## config.mk

```make
export PLATFORM = sky130hd
export DESIGN_NAME = rpst_ram
export DESIGN_NICKNAME = d
export VERILOG_FILES = /design/src/hw/rtl/rpst_ram.sv
export SDC_FILE = /design/constraint.sdc
export NUM_CORES = 1
export LEC_CHECK = 0
export ABC_AREA = 1
export BUFFER_PORTS_ARGS = -buffer_cell sky130_fd_sc_hd__buf_4
export CORE_MARGIN = 2
export CORE_UTILIZATION = 34
export DETAILED_ROUTE_END_ITERATION = 7
export SLEW_MARGIN = 25
export SYNTH_ARGS = -nofsm -noshare
export SYNTH_HDL_FRONTEND = slang
export SYNTH_SLANG_ARGS = --single-unit
```

## constraint.sdc

```tcl
create_clock -name clk -period 1.6 [get_ports clk]
set_input_delay 0.32 -clock clk [delete_from_list [all_inputs] [get_ports clk]]
set_output_delay 0.32 -clock clk [all_outputs]
set_load 0.02 [all_outputs]
```

## src/hw/rtl/rpst_ram.sv

```systemverilog
// Generic single write port RAM with one registered read port.
// Used for the busy table columns. No dependencies.
`default_nettype none

module rpst_ram #(
  parameter int WIDTH = 8,
  parameter int DEPTH = 16,
  localparam int AW = (DEPTH > 1) ? $clog2(DEPTH) : 1
) (
  input  wire logic             clk,
  input  wire logic             we,
  input  wire logic [AW-1:0]    waddr,
  input  wire logic [WIDTH-1:0] wdata,
  input  wire logic [AW-1:0]    raddr,
  output logic      [WIDTH-1:0] rdata
);

  logic [WIDTH-1:0] mem [0:DEPTH-1];

  always_ff @(posedge clk) begin
    if (we) begin
      mem[waddr] <= wdata;
    end
    rdata <= mem[raddr];
  end

endmodule

`default_nettype wire

```

Word-level counts from Yosys, hierarchy flattened
Memory sizes are Yosys's and may differ from the RTL's. A register that Yosys moved wholly into a read port is not among the register bits. Index checks and enable logic that the tools add are counted. W data, S select, Z words.

Mux-type cells: 2.

Operator list (count): $mux W1 (2).

Bits in registers: 0. RAM bits: 128. Input port bits: 18. Word-level logic and storage cells: 3. Memories kept: 1.

Memory list: mem (words 16, bits a word 8, read ports 1, clocked after Yosys merged registers in 1, write ports 1, line 18) `logic [WIDTH-1:0] mem [0:DEPTH-1];`.

Longest topological paths before layout
Word-level depth: 2. Mapped depth: 8. Gate-level depth less buffers: 7.

Least setup slack after synthesis
Ideal clock, no wire load.

Path type: input to register. Start: input waddr[2]. End: memory mem[10][0], enable pin. Arrival time: 0.901 ns. Required time: 1.230 ns. Path slack: 0.329 ns. Cell stages on the path: 2. Path buffers: 0. Path through: nand3b_1 nor2_1.

RTL lines: start: declaration (line 12) `input wire logic [AW-1:0] waddr,`; end: declaration (line 18).

No word-level cell before the write port.

Worst setup path after layout
Start: register rdata[7], read port of mem. End: output rdata[7].

RTL lines: start: declaration (line 15) `output logic [WIDTH-1:0] rdata`.

No word-level cell between the ends.

==> metrics.md <==
| Metric | Value |
|---|---|
| Min Tclk post-route | `around 1.3 ns` |
| Placed instance area | `6290 um^2` |
| Leak pwr | `about 3.0 nW` |
| Peak supply drop | `around 0.00070 V` |
| Setup TNS | `0 ns` |
| Design Area, Final | `6900 um^2` |
| Via count | `roughly 3.9k` |
| Slew @ Worst Pin | `~0.38 ns` |
| Critical path's largest stage delay | `0.36 ns` |
| Nets | `about 610` |
| Finished Layout Cells | `around 830` |
| HP Start | `raddr[3]` |
| Max clock buf depth | `2` |
| Largest net degree at the start of global routing | `between 60 and 70` |
| Reg2reg start | `mem[1][2]` |
| Die Wd | `approximately 130 um` |
| Placed Cells | `just under 800` |
| Post-Syn Area | `approximately 5800 um^2` |
| All-layer global routing usage | `between 10% and 20%` |
| PwrDens | `about 1200 nW/um^2` |
| Final HPWL DP | `8130 um` |
| First-pass GRT wire length | `~21000 um` |
| Max FO, Critical Path | `1` |
| Initial Util | `about a third` |
| Root buffer cell | `clkbuf_16` |
| Slew headroom | `around 75%` |
| Routed vias/inst | `roughly 4.7` |
| Hold Buf Count CTS | `0` |
| # diodes | `0` |
| I/O pins | `26` |
| Worst Skew | `0.00727 ns` |
| ANT nets after route | `0` |
| Synth Net Count | `~570` |
| Crit-path leading delay family | `flip-flops` |
| H-tree levels | `4` |
| Setup crit end kind | `output pin` |
| First DRT Iteration DRCs | `313` |
| Crit start category | `flip-flop` |
| Cells after Synth | `between 500 and 600` |
| Yosys reg bits | `between 100 and 150` |
| Area growth, synth to finish | `19.7%` |
| GRT overflow | `0` |
| Hold Violations, Final | `0` |
| Drt first pass iters | `5` |
| # clock sinks | `between 100 and 150` |
| Worst Path Arrival | `0.93 ns` |
| Final setup vio count | `0` |
| Remaining DRCs | `0` |
| Share of cells above drive strength 1 | `between 10% and 20%` |
| Clock-pin slew on the worst setup and hold paths | `roughly 0.05 ns` |
| WP buf/inv | `1` |
| Final GP Congestion | `0.792` |
| Area of the core | `16600 um^2` |
| RSZ-0062 raised after global routing | `no` |
| Status | `finished, final reports clean` |
| Max Cap Violations | `0` |
| Post-CTS setup buffers | `0` |
| Die ar. | `between 15000 and 20000 um^2` |
| Final core occ | `a little over two fifths` |
| CP cell instances | `buf_4` |
| Syn_area_per_cell | `around 10 um^2` |
| IO Port Bufs | `25` |
| Total number of yosys warnings | `0` |
| Number of buffers created by CTS | `17` |
| Rows | `47` |
| Tcrit/Tclk final | `between 70 and 80%` |
| Max-slew violations | `0` |
| Hold Path Class | `input pin to flip-flop` |
| Vias in the first global route | `3869` |
| PostCTS Resize Cnt | `0` |
| Detailed Route WL | `roughly 13000 um` |
| Slowest-stage cell, CP | `dfxtp_1` |
| Part of the Yosys area used for sequential elements | `69.4%` |
| Library cells used by synthesis | `12` |
| Crit path kind | `flip-flop to output pin` |
| CTS tree | `done` |
| Latest clock arrival within the worst-skew pair | `0.41 ns` |
| Initial antenna violation count | `0` |
| Drt wl/cell | `15.9 um` |
| Die H | `roughly 130 um` |
| Critical path origin | `rdata[7]` |
| WP data required | `between 1 and 1.5 ns` |
| Filler instances | `~1.6k` |
| Fmax | `around 800 MHz` |
## routing by layer
layer / vias up / wire length [um] / GRT usage (%) / share of wire (%)
met5: - / 0 / 0 / 0
met4: 0 / 165 / 4.91 / 1.3
met3: 15 / 901 / 3.51 / 6.8
met2: 155 / 6270 / 25.0 / 48
met1: 1827 / 5860 / 21.3 / 44
li1: 1861 / - / - / -
## placed cells by master (no fill, tap or decap)
master / Yosys / layout
inv_6: 0 / 1
dfxtp_1: 8 / 8
buf_12: 0 / 4
nand3_1: 97 / 97
inv_2: 2 / 2
nand2_1: 173 / 173
inv_1: 100 / 100
edfxtp_1: 128 / 128
clkinvlp_4: 0 / 2
clkbuf_1: 0 / 2
nor2_1: 17 / 17
clkinv_4: 0 / 1
clkbuf_16: 0 / 17
nand3b_1: 2 / 2
buf_4: 4 / 45
clkinv_2: 0 / 5
bufinv_16: 0 / 4
## sequential cells by signal, summed over array words and instances (netlist names)
signal / cells
mem: 128
rdata: 8
## cells by family (layout without fill, tap and decap cells)
group,count (synthesis),after routing,synth area share [%]
buffers and inverters,126,183,9.52
DFF,136,136,69.4
and+or+nand+nor,289,289,21.0
## per-stage QoR
step / total power, mW / worst slack [ns] / hold WS (ns)
after CTS: 8.63 / 0.338 / 0.221
final: 8.58 / 0.349 / 0.226
after floorplan: 4.39 / 0.329 / 0.419
after global routing: 8.86 / 0.312 / 0.225
after global placement: 4.63 / 0.234 / 0.656
after detailed placement: 4.64 / 0.233 / 0.644
## Yosys cell counts
library cell / instances / area [um^2]
edfxtp_1: 128 / 3840
buf_4: 4 / 30.0
buf_6: 6 / 67.6
dfxtp_1: 8 / 160
inv_2: 2 / 7.51
buf_1: 1 / 3.75
buf_2: 13 / 65.1
nand2_1: 173 / 649
nor2_1: 17 / 63.8
inv_1: 100 / 375
nand3b_1: 2 / 15.0
nand3_1: 97 / 485
## path summary, 6_finish.rpt
check	end	slack, ns	cells after the start
worst min register to register	rdata[0]	0.68	6
worst max-delay path	rdata[7]	0.35	1
worst max register to register	rdata[2]	0.60	6
worst min-delay path	rdata[6]	0.23	3
## power by group
part	internal, mW	leakage, nW	switching [mW]
combinational	0.180	1.46	0.368
clock	2.60	0.297	1.42
sequential	3.98	1.22	0.0269
## layout make-up
cell class | instances | area, um^2 | area share, %
Inverter | 102 | 383 | 5.55
Clock buffer | 19 | 433 | 6.27
Clock inverter | 13 | 178 | 2.57
Timing Repair Buffer | 49 | 418 | 6.05
Multi-Input combinational cell | 289 | 1210 | 17.6
Tap cell | 220 | 275 | 3.99
Sequential cell | 136 | 4000 | 58.0
Note: power is estimated with default switching activity, not from simulation.
